**config.mk**
```make
export PLATFORM = sky130hd
export DESIGN_NAME = queue_with_middle_insert
export DESIGN_NICKNAME = d
export VERILOG_FILES = /design/src/rtl/core/qmi_pkg.sv /design/src/rtl/core/qmi_ram.sv /design/src/rtl/core/queue_with_middle_insert.sv
export VERILOG_INCLUDE_DIRS = /design/src /design/src/rtl/core
export SDC_FILE = /design/constraint.sdc
export NUM_CORES = 2
export LEC_CHECK = 0
export BUFFER_PORTS_ARGS = -buffer_cell sky130_fd_sc_hd__buf_2
export CORE_MARGIN = 5
export CORE_UTILIZATION = 60
export DETAILED_ROUTE_END_ITERATION = 8
export GPL_ROUTABILITY_DRIVEN = 0
export PLACE_DENSITY = 0.72
export SYNTH_ARGS = -nofsm -noshare
export SYNTH_HDL_FRONTEND = slang
export SYNTH_SLANG_ARGS = --single-unit
```
**constraint.sdc**
```tcl
create_clock -name clk -period 10 [get_ports clk]
set_input_delay 0.5 -clock clk [delete_from_list [all_inputs] [get_ports clk]]
set_output_delay 0.5 -clock clk [all_outputs]
set_load 0.02 [all_outputs]
```
**src/rtl/core/queue_with_middle_insert_defines.svh**
```systemverilog
// Assertion macros shared by the queue RTL.
`ifndef QUEUE_WITH_MIDDLE_INSERT_DEFINES_SVH
`define QUEUE_WITH_MIDDLE_INSERT_DEFINES_SVH

// Checked on every rising edge outside reset.
`define QMI_ASSERT(lbl, prop, msg) \
  lbl: assert property (@(posedge clk) disable iff (!rst_n) prop) else $error(msg);

// Checked on every rising edge, reset included.
`define QMI_ASSERT_RST(lbl, prop, msg) \
  lbl: assert property (@(posedge clk) prop) else $error(msg);

`endif

```
**src/rtl/core/qmi_pkg.sv**
```systemverilog
package qmi_pkg;

  localparam int WORD_W = 32;
  localparam int OCC_W  = 7;

  // Request kinds; the high bit alone selects a pop.
  typedef enum logic [1:0] {
    MODE_PUSH   = 2'd0,
    MODE_INSERT = 2'd1,
    MODE_POP    = 2'd2
  } mode_t;

  typedef enum logic [1:0] {
    ST_STORED = 2'd0,
    ST_POPPED = 2'd1,
    ST_FULL   = 2'd2,
    ST_EMPTY  = 2'd3
  } status_t;

  typedef enum logic [1:0] {
    S_IDLE,
    S_POP,
    S_POP_MOVE,
    S_PUSH_MOVE
  } state_t;

endpackage

```
**src/rtl/core/qmi_ram.sv**
```systemverilog
module qmi_ram #(
  parameter int WIDTH = 32,
  parameter int DEPTH = 64
) (
  input  logic                     clk,
  input  logic                     we,
  input  logic [$clog2(DEPTH)-1:0] waddr,
  input  logic [WIDTH-1:0]         wdata,
  input  logic [$clog2(DEPTH)-1:0] raddr,
  output logic [WIDTH-1:0]         rdata
);

  logic [WIDTH-1:0] mem [DEPTH];

  always_ff @(posedge clk) begin
    if (we) begin
      mem[waddr] <= wdata;
    end
    rdata <= mem[raddr];
  end

endmodule

```
**src/rtl/core/queue_with_middle_insert.sv**
```systemverilog
// Results: a store that needs no rebalancing, a rejected store and a pop from an empty
// queue load the result register in the accepting cycle; a pop from a non-empty queue,
// or a push that must move a word between halves, first passes through S_POP,
// S_POP_MOVE or S_PUSH_MOVE to wait on the registered read port of the two half-queue
// memories. A request is taken only in S_IDLE, so an operation ends before another starts.
// Reset: synchronous, active low; the queue becomes empty and the output word is
// dropped. Memory contents are not cleared and need not be.
`include "queue_with_middle_insert_defines.svh"

module queue_with_middle_insert #(
  parameter int QUEUE_DEPTH = 64
) (
  input  logic        clk,
  input  logic        rst_n,
  // Request channel.
  input  logic        in_tvalid,
  output logic        in_tready,
  input  logic [31:0] in_tdata,   // [31:0] value
  input  logic [1:0]  in_tuser,   // [1:0] mode
  // Result channel.
  output logic        out_tvalid,
  input  logic        out_tready,
  output logic [39:0] out_tdata,  // [31:0] popped_word, [38:32] occupancy, [39] zero
  output logic [1:0]  out_tuser   // [1:0] status
);

  import qmi_pkg::*;

  // The queue is held as two ring buffers. The front half keeps the first
  // ceil(n/2) words and the back half the rest, so that the middle position is
  // always the head of the back half. Every request touches at most the head of
  // each half, the tail of each half, and moves at most one word from the back
  // head to the front tail to keep the halves balanced.
  localparam int PW = $clog2(QUEUE_DEPTH);
  localparam int CW = $clog2(QUEUE_DEPTH + 1);
  localparam int SW = PW + 1;
  localparam logic [PW-1:0] LAST_IDX = PW'(QUEUE_DEPTH - 1);
  localparam logic [SW-1:0] DEPTH_S  = SW'(QUEUE_DEPTH);
  localparam logic [CW:0]   DEPTH_N  = (CW + 1)'(QUEUE_DEPTH);

  state_t                     state_r, state_nxt;
  logic [PW-1:0]              f_head_r, f_head_nxt;
  logic [PW-1:0]              b_head_r, b_head_nxt;
  logic [CW-1:0]              f_cnt_r, f_cnt_nxt;
  logic [CW-1:0]              b_cnt_r, b_cnt_nxt;
  logic signed [WORD_W-1:0]   word_r, word_nxt;

  logic                       out_valid_r, out_valid_nxt;
  status_t                    out_status_r, out_status_nxt;
  logic signed [WORD_W-1:0]   out_word_r, out_word_nxt;
  logic [OCC_W-1:0]           out_occ_r, out_occ_nxt;

  // Memory ports.
  logic                       f_we, b_we;
  logic [PW-1:0]              f_waddr, b_waddr;
  logic [WORD_W-1:0]          f_wdata, b_wdata;
  logic [WORD_W-1:0]          f_rdata, b_rdata;

  // Decoded request and derived pointers.
  logic signed [WORD_W-1:0]   in_value;
  logic [1:0]                 in_mode;
  logic                       accept;
  logic                       is_pop;
  logic                       is_ins;
  logic [CW:0]                n_sum;
  logic [CW-1:0]              n_cnt;
  logic                       even;
  logic                       empty;
  logic                       full;
  logic [SW-1:0]              f_tail_sum, b_tail_sum;
  logic [PW-1:0]              f_tail, b_tail;
  logic [PW-1:0]              f_head_inc, b_head_inc, b_head_dec;
  logic                       out_load;
  logic [CW-1:0]              occ_cnt;
  logic [CW+OCC_W-1:0]        occ_ext;

  assign in_value = in_tdata;
  assign in_mode  = in_tuser;
  assign is_pop   = in_mode[1];          // mode 3 behaves as a pop too
  assign is_ins   = (in_mode == MODE_INSERT);

  // New requests are taken only between operations and when the result register
  // is free, or is being emptied in this cycle.
  assign in_tready = (state_r == S_IDLE) && (!out_valid_r || out_tready);
  assign accept    = in_tvalid && in_tready;

  assign n_sum = {1'b0, f_cnt_r} + {1'b0, b_cnt_r};
  assign n_cnt = n_sum[CW-1:0];
  assign even  = (f_cnt_r == b_cnt_r);
  assign empty = (n_sum == '0);
  assign full  = (n_sum >= DEPTH_N);

  // Ring arithmetic: the tail index is head plus count, folded once.
  assign f_tail_sum = SW'(f_head_r) + SW'(f_cnt_r);
  assign b_tail_sum = SW'(b_head_r) + SW'(b_cnt_r);
  assign f_tail = (f_tail_sum >= DEPTH_S) ? PW'(f_tail_sum - DEPTH_S) : PW'(f_tail_sum);
  assign b_tail = (b_tail_sum >= DEPTH_S) ? PW'(b_tail_sum - DEPTH_S) : PW'(b_tail_sum);

  assign f_head_inc = (f_head_r == LAST_IDX) ? '0 : f_head_r + 1'b1;
  assign b_head_inc = (b_head_r == LAST_IDX) ? '0 : b_head_r + 1'b1;
  assign b_head_dec = (b_head_r == '0) ? LAST_IDX : b_head_r - 1'b1;

  // Both memories read their head entry continuously. Every operation that
  // needs a head word reads it in the cycle after acceptance, and no write
  // happens in the accepting cycle of such an operation, so the read never
  // races a write to the same entry.
  qmi_ram #(
    .WIDTH (WORD_W),
    .DEPTH (QUEUE_DEPTH)
  ) u_front_ram (
    .clk   (clk),
    .we    (f_we),
    .waddr (f_waddr),
    .wdata (f_wdata),
    .raddr (f_head_r),
    .rdata (f_rdata)
  );

  qmi_ram #(
    .WIDTH (WORD_W),
    .DEPTH (QUEUE_DEPTH)
  ) u_back_ram (
    .clk   (clk),
    .we    (b_we),
    .waddr (b_waddr),
    .wdata (b_wdata),
    .raddr (b_head_r),
    .rdata (b_rdata)
  );

  always_comb begin
    state_nxt      = state_r;
    f_head_nxt     = f_head_r;
    b_head_nxt     = b_head_r;
    f_cnt_nxt      = f_cnt_r;
    b_cnt_nxt      = b_cnt_r;
    word_nxt       = word_r;
    f_we           = 1'b0;
    f_waddr        = f_tail;
    f_wdata        = in_value;
    b_we           = 1'b0;
    b_waddr        = b_tail;
    b_wdata        = in_value;
    out_load       = 1'b0;
    out_status_nxt = out_status_r;
    out_word_nxt   = '0;
    occ_cnt        = n_cnt;

    case (state_r)
      S_IDLE: begin
        if (accept) begin
          if (is_pop) begin
            if (empty) begin
              out_load       = 1'b1;
              out_status_nxt = ST_EMPTY;
            end else if (even) begin
              // The front half shrinks below the back half: refill it from the back.
              state_nxt = S_POP_MOVE;
            end else begin
              state_nxt = S_POP;
            end
          end else if (full) begin
            out_load       = 1'b1;
            out_status_nxt = ST_FULL;
          end else if (even && (in_mode != MODE_PUSH || empty)) begin
            // Balanced halves: a middle word lands at the front tail, as does the
            // first word into an empty queue.
            f_we           = 1'b1;
            f_cnt_nxt      = f_cnt_r + 1'b1;
            out_load       = 1'b1;
            out_status_nxt = ST_STORED;
            occ_cnt        = n_cnt + 1'b1;
          end else if (even) begin
            // A push onto balanced halves: the back head has to move forward,
            // which needs its word from memory first.
            word_nxt  = in_value;
            state_nxt = S_PUSH_MOVE;
          end else if (is_ins) begin
            b_we           = 1'b1;
            b_waddr        = b_head_dec;
            b_head_nxt     = b_head_dec;
            b_cnt_nxt      = b_cnt_r + 1'b1;
            out_load       = 1'b1;
            out_status_nxt = ST_STORED;
            occ_cnt        = n_cnt + 1'b1;
          end else begin
            b_we           = 1'b1;
            b_cnt_nxt      = b_cnt_r + 1'b1;
            out_load       = 1'b1;
            out_status_nxt = ST_STORED;
            occ_cnt        = n_cnt + 1'b1;
          end
        end
      end

      S_POP: begin
        f_head_nxt     = f_head_inc;
        f_cnt_nxt      = f_cnt_r - 1'b1;
        out_load       = 1'b1;
        out_status_nxt = ST_POPPED;
        out_word_nxt   = f_rdata;
        occ_cnt        = n_cnt - 1'b1;
        state_nxt      = S_IDLE;
      end

      S_POP_MOVE: begin
        // The word goes to the old front tail index, which is the new last entry after the head advances.
        f_head_nxt     = f_head_inc;
        f_we           = 1'b1;
        f_wdata        = b_rdata;
        b_head_nxt     = b_head_inc;
        b_cnt_nxt      = b_cnt_r - 1'b1;
        out_load       = 1'b1;
        out_status_nxt = ST_POPPED;
        out_word_nxt   = f_rdata;
        occ_cnt        = n_cnt - 1'b1;
        state_nxt      = S_IDLE;
      end

      S_PUSH_MOVE: begin
        b_we           = 1'b1;
        b_wdata        = word_r;
        b_head_nxt     = b_head_inc;
        f_we           = 1'b1;
        f_wdata        = b_rdata;
        f_cnt_nxt      = f_cnt_r + 1'b1;
        out_load       = 1'b1;
        out_status_nxt = ST_STORED;
        occ_cnt        = n_cnt + 1'b1;
        state_nxt      = S_IDLE;
      end

      default: begin
        state_nxt = S_IDLE;
      end
    endcase
  end

  // Occupancy carries the low bits of the count.
  assign occ_ext     = {{OCC_W{1'b0}}, occ_cnt};
  assign out_occ_nxt = occ_ext[OCC_W-1:0];

  assign out_valid_nxt = out_load ? 1'b1 : (out_tready ? 1'b0 : out_valid_r);

  always_ff @(posedge clk) begin
    if (!rst_n) begin
      state_r     <= S_IDLE;
      f_head_r    <= '0;
      b_head_r    <= '0;
      f_cnt_r     <= '0;
      b_cnt_r     <= '0;
      out_valid_r <= 1'b0;
    end else begin
      state_r     <= state_nxt;
      f_head_r    <= f_head_nxt;
      b_head_r    <= b_head_nxt;
      f_cnt_r     <= f_cnt_nxt;
      b_cnt_r     <= b_cnt_nxt;
      out_valid_r <= out_valid_nxt;
    end
  end

  always_ff @(posedge clk) begin
    word_r <= word_nxt;
    if (out_load) begin
      out_status_r <= out_status_nxt;
      out_word_r   <= out_word_nxt;
      out_occ_r    <= out_occ_nxt;
    end
  end

  assign out_tvalid = out_valid_r;
  assign out_tuser  = out_status_r;
  assign out_tdata  = {1'b0, out_occ_r, out_word_r};

  `QMI_ASSERT(a_halves_balanced,
              (f_cnt_r == b_cnt_r) || (f_cnt_r == b_cnt_r + 1'b1),
              "queue halves out of balance")
  `QMI_ASSERT(a_count_bound, n_sum <= DEPTH_N, "entry count beyond queue depth")
  `QMI_ASSERT(a_busy_out_free, (state_r != S_IDLE) |-> !out_valid_r,
              "result register busy during an operation")
  `QMI_ASSERT(a_pop_result,
              (state_r == S_POP || state_r == S_POP_MOVE) |=>
              (out_valid_r && out_status_r == ST_POPPED),
              "pop finished without a popped result")
  `QMI_ASSERT_RST(a_reset_empty,
                  !rst_n |=> (f_cnt_r == '0 && b_cnt_r == '0 && !out_valid_r &&
                              state_r == S_IDLE),
                  "reset did not empty the queue")

endmodule
```
# ---- Word-level counts from Yosys, hierarchy flattened
# Memory sizes are Yosys's and may differ from the RTL's. A register that Yosys moved wholly into a read port is not among the register bits.
# Cells that the tools add are included.
dict set report word_totals {
  latch_bits 0
  ram_bits 4096
  regBits 102
  word_cells 151
  inputBits 38
  out_inout_bits 44
  n_memories 2
  mem_bits_ro 0
}
dict set report classes {
  n_div 0
  muxes 76
  n_bitwise 3
  shift 0
  magnitude_cmp 3
  n_eq_ne 20
  n_addsub 14
  multipliers 0
  n_reduce_logical 23
}
# name depth word_bits rd rd_clocked_by_memory_dff wr line_no
set mem_list {}
lappend mem_list {u_back_ram.mem 64 32 1 1 1 qmi_ram.sv:13} ;# logic [WIDTH-1:0] mem [DEPTH];
lappend mem_list {u_front_ram.mem 64 32 1 1 1 qmi_ram.sv:13}
# operator n
set ops {}
lappend ops {{$mux 6} 18}
lappend ops {{$mux 7} 14}
lappend ops {{$mux 32} 2}
lappend ops {{$pmux 7 s3} 2}
lappend ops {{$mux 2} 13}
lappend ops {{$add 7x1->7 const B} 3}
lappend ops {{$sub 7x1->7 const B} 3}
lappend ops {{$mux 1} 20}
lappend ops {{$sub 6x1->6 const B} 3}
lappend ops {{$ne 3x3->1 const B} 5}
lappend ops {{$add 6x7->7} 2}
lappend ops {{$ge 7x7->1 const B} 2}
lappend ops {{$pmux 7 s2} 1}
lappend ops {{$add 6x1->6 const B} 2}
lappend ops {{$eq 6x6->1 const B} 2}
lappend ops {{$ne 2x2->1 const B} 6}
lappend ops {{$pmux 6 s2} 1}
lappend ops {{$reduce_and 6->1} 2}
lappend ops {{$reduce_and 5->1} 2}
lappend ops {{$add 7x7->8} 1}
lappend ops {{$ge 8x7->1 const B} 1}
lappend ops {{$logic_not 8->1} 1}
lappend ops {{$reduce_bool 2->1} 4}
lappend ops {{$eq 7x7->1} 1}
lappend ops {{18 further kinds} 28}

# ---- Logic depth before layout (Yosys ltp)
dict set report depth {
  ltp_word 11
  mapped_depth 14
}

# ---- By module
# A second synthesis with hierarchy kept.
dict set report hier_totals {
  cells_unflattened 7434
  hier_area_um2 164022.3
}
# mod area_per_inst_um2 instances cells_each seq_area_each_um2
set by_module_without_submodules {}
lappend by_module_without_submodules {{qmi_ram (u_back_ram)} 79039.6 1 3511 62139.6}
lappend by_module_without_submodules {{qmi_ram (u_front_ram)} 78515.3 1 3324 62139.6}
lappend by_module_without_submodules {queue_with_middle_insert 6467.5 1 599 2772.7}

# ---- Worst setup path before layout
# Ideal clock, no wire load.
dict set report synth_timing {
  path_type {reg-to-reg}
  from {register f_cnt_r[1]}
  to {memory u_front_ram.mem[8][0] (enable)}
  path_stages_with_launch 11
  n_path_buf 2
  path_slack_ps 3249
  required_ps 9487
  arrival_time_ps 6238
  cell_sequence {dfxtp_1 inv_1 fa_1 nand2b_1 a21bo_2 or4b_4 a21boi_0 buf_2 a31oi_1 clkbuf_1 nor4b_1}
}
dict set report synth_via {
  elab_chain_len 11
}
# item line_no
set synth_lines {}
lappend synth_lines {{start, declared} queue_with_middle_insert.sv:44} ;# logic [CW-1:0] f_cnt_r, f_cnt_nxt;
lappend synth_lines {{start signal, assigned} queue_with_middle_insert.sv:257} ;# f_cnt_r <= f_cnt_nxt;
lappend synth_lines {{parallel branches: the longest is 11 deep, another holds $add 7x7->8} n/a}
lappend synth_lines {{end, declared} qmi_ram.sv:13}
# Several ways; the timed one is not identified.

# ---- Final worst setup path
dict set report layout_timing {
  from {register f_cnt_r[1]}
  to {memory u_back_ram.mem[63][12] (enable)}
}
dict set report layout_via {
  elab_chain_len 11
}
# item line_no
set layout_lines {}
lappend layout_lines {{parallel branches: the longest is 11 deep, another holds $add 7x7->8} n/a}
lappend layout_lines {{end, declared} qmi_ram.sv:13}
# Several ways; the timed one is not identified.

==> flow_metrics.py <==
metrics = {
    "drt": {
        "ant_nets": 0,
        "drtIter0Drc": 10800,
        "postRouteWirelength_mm": 400,
        "route.detailed.drc": 0,
        "drt-vias-per-instance": 6.91,
        "wl_per_cell_um": 36.1,
        "first_pass_iters": 6,
        "via_count": 76700,
    },
    "global_routing": {
        "gr-usage-all-layers_pct": 28.4,
        "grt_pass1_wl_mm": 574,
        "grt_pass1_vias": 78200,
        "grt_overflow_total": 0,
        "grt_max_degree": 156,
        "antenna_found_initial": 18,
    },
    "cells_and_area": {
        "final_area_um2": 184000,
        "drive_gt1_share_pct": 32.6,
        "final_common_cell": "edfxtp_1",
        "final_cell_mix": "edfxtp_1 (4169), mux4_2 (1312), clkbuf_16 (416)",
        "nFillCells": 16000,
        "nets": 7238,
        "area_growth_pct": 12.4,
        "stdcell_count": 11100,
    },
    "cts": {
        "ctsLongestPathBuffers": 4,
        "cts_inserted_buffers": 411,
        "cts_sinks": 4262,
        "root_buffer": "clkbuf_16",
        "htree_levels": 5,
        "cts_tree": "done",
        "clk_latency_ns": 0.99,
        "path_clk_slew_ns": 0.06,
    },
    "setup_path": {
        "slowest_delay_ns": 1.12,
        "start_kind": "flop",
        "critical_path_arrival_ns": 6.17,
        "crit_path_end_kind": "flop",
        "crit_path_cell_trace": "inv_1, fa_1, nand2b_1, a21bo_2, or4b_4, a2111oi_4, nor4b_4, nand2_1, a21oi_4",
        "cp_data_required_time_ns": 10.54,
        "crit_fanout": 32,
        "cp_slowest_cell": "a21oi_4",
        "critPathKind": "reg2reg",
    },
    "synth": {
        "syn_area_um2": 164000,
        "syn_avg_cell_area_um2": 24.2,
        "synthTopCellsByArea": "edfxtp_1 (77%), mux4_2 (18%), dfxtp_1 (1.1%)",
        "yosys.area.top_type_share_pct": 76.5,
        "yosys.area.top_type": "edfxtp_1",
        "syn-num-nets": 6832,
        "synth-warning-count": 0,
        "synth-seq-cells": 4262,
        "async_reset_ff_share_pct": 0,
        "synth.distinct_cells": 69,
        "synth.yosys.seq_area_share_pct": 77.7,
        "synth-edff-count": 4169,
        "synthFlopType": "edfxtp_1",
        "syn_inst": 6752,
    },
    "worst_hold_path": {
        "min_path_type": "in2reg",
    },
    "run_status": {
        "status": "complete, no violations",
    },
    "die": {
        "rows": 191,
        "dieArea_um2": 283000,
        "die_w_um": 532,
        "die_y_um": 532,
        "io_pins": 82,
        "coreArea_um2": 271000,
        "start_util_pct": 60.3,
    },
    "sta": {
        "tightest_slew_ns": 1.32,
        "slew_headroom_pct": 12.3,
        "finalMaxSlewViolations": 0,
        "holdWs_ns": 0.173,
        "clock-skew-final_ns": 0.0775,
        "setup_viol": 0,
        "max_freq_ghz": 0.178,
        "hold_violations": 0,
        "min_period_ns": 5.63,
        "setup_tns_ns": 0,
        "min_period_over_period_pct": 56.3,
        "rsz0062_at_grt": "false",
    },
    "placed_design": {
        "dp_cells": 10300,
        "dpl-instance-area_um2": 170000,
        "io_buffers": 80,
        "dpl.hpwl_mm": 216,
    },
    "flow_run": {
        "maxCapViolations": 0,
    },
    "pwr": {
        "vdd_drop_max_mv": 0.211,
        "p_leak_nw": 55.4,
        "p_per_area_nw_per_um2": 257,
    },
}
cell usage after synthesis, types with 4 or more instances:
master       n
nor4b_1      5
and3_1       6
nor4_1      20
nor3_1      75
xnor2_1     28
nand2b_1     5
dfxtp_1     93
mux2i_1     60
nor2_1      54
buf_1       98
a21o_1       7
edfxtp_1  4169
a211oi_1     8
mux2_2      72
o311ai_0     4
xor2_1       8
o21ai_0     41
buf_2       24
a31oi_1     15
inv_1       27
o21ai_1      9
o211ai_1    10
fa_1         5
clkbuf_1   229
ha_1        37
and2_1      37
o21a_1       5
nor2b_1      6
o22ai_1     14
a311oi_1     4
a21oi_1     99
mux4_2    1312
nand2_1     84
or3_1        5
or2_2        4
o31ai_1      4
nand3_1     16
report_power, final:
part / switching [mW] / total [mW] / internal [mW]
Combinational: 6.11 / 10.5 / 4.36
Clock: 6.58 / 15.3 / 8.69
Sequential: 0.499 / 21.6 / 21.1
final cells by class:
type	count	area [um^2]	area share [%]
multi-input combinational	2108	36200	19.7
tap	3570	4470	2.43
sequential	4262	127000	69.1
inverter	30	120	0.0653
clock buffer	519	10900	5.94
clock inverter	236	2390	1.30
timing repair buffer	345	2570	1.40
antenna	26	65.1	0.0354
state kept, by name (all words and copies together) (netlist names):
register / flops
u_back_ram.mem: 2048
u_front_ram.mem: 2048
out_word_r: 32
u_back_ram.rdata: 32
u_front_ram.rdata: 32
word_r: 32
b_cnt_r: 7
f_cnt_r: 7
out_occ_r: 7
b_head_r: 6
f_head_r: 6
out_tuser: 2
state_r: 2
out_tvalid: 1
cell families after synthesis:
family | Yosys count | synth area share, %
simple gates | 337 | 1.05
flops | 4262 | 77.7
other cells | 1 | 0.00229
fa+ha+maj | 42 | 0.344
xor+xnor | 36 | 0.193
buf+inv | 382 | 0.897
compound gates | 248 | 0.931
mux | 1444 | 18.9
what timing repair did:
action	4_1_cts	5_1_grt
hold buffers	37	0
hold endpoints to repair	43	0
setup endpoints to repair	0	0
setup buffers	0	0
resized for setup	0	0
worst max-delay path: cells and delay by family, from the launching register on:
kind,cells,cell delay (ns)
flip-flops,1,0.51
adder cells (fa/ha/maj),1,0.50
buffers and inverters,1,0.16
AND/OR/NAND/NOR,4,1.88
AO/OA/AOI/OAI,3,2.12
through the flow:
stage / setup WS, ns / util (%) / power (mW)
floorplan: 3.25 / - / 28.7
global placement: 4.44 / 62.7 / 32.2
detailed placement: 4.39 / 62.7 / 32.4
CTS: 4.34 / 67.8 / 47.5
global route: 3.96 / 67.8 / 48.9
finish: 4.37 / 67.8 / 47.3
routing by layer:
metal | track usage, % | share of wire [%] | vias up
met2 | 46.4 | 50 | 4642
li1 | - | - | 30100
met4 | 10.9 | 4.3 | 8
met1 | 39.3 | 36 | 41100
met5 | 0 | 0.015 | -
met3 | 4.61 | 9.1 | 819
path summary, 6_finish.rpt:
check              startpoint                endpoint  slack (ns)  cells after the start
setup / recovery   f_cnt_r[1]  u_back_ram.mem[63][12]        4.37                      9
hold / removal    in_tuser[0]              state_r[1]        0.17                      4
setup reg to reg   f_cnt_r[1]  u_back_ram.mem[63][12]        4.37                      9
hold reg to reg    f_cnt_r[6]              f_cnt_r[6]        0.48                      2
No activity file was read; power rests on OpenSTA's default activity.
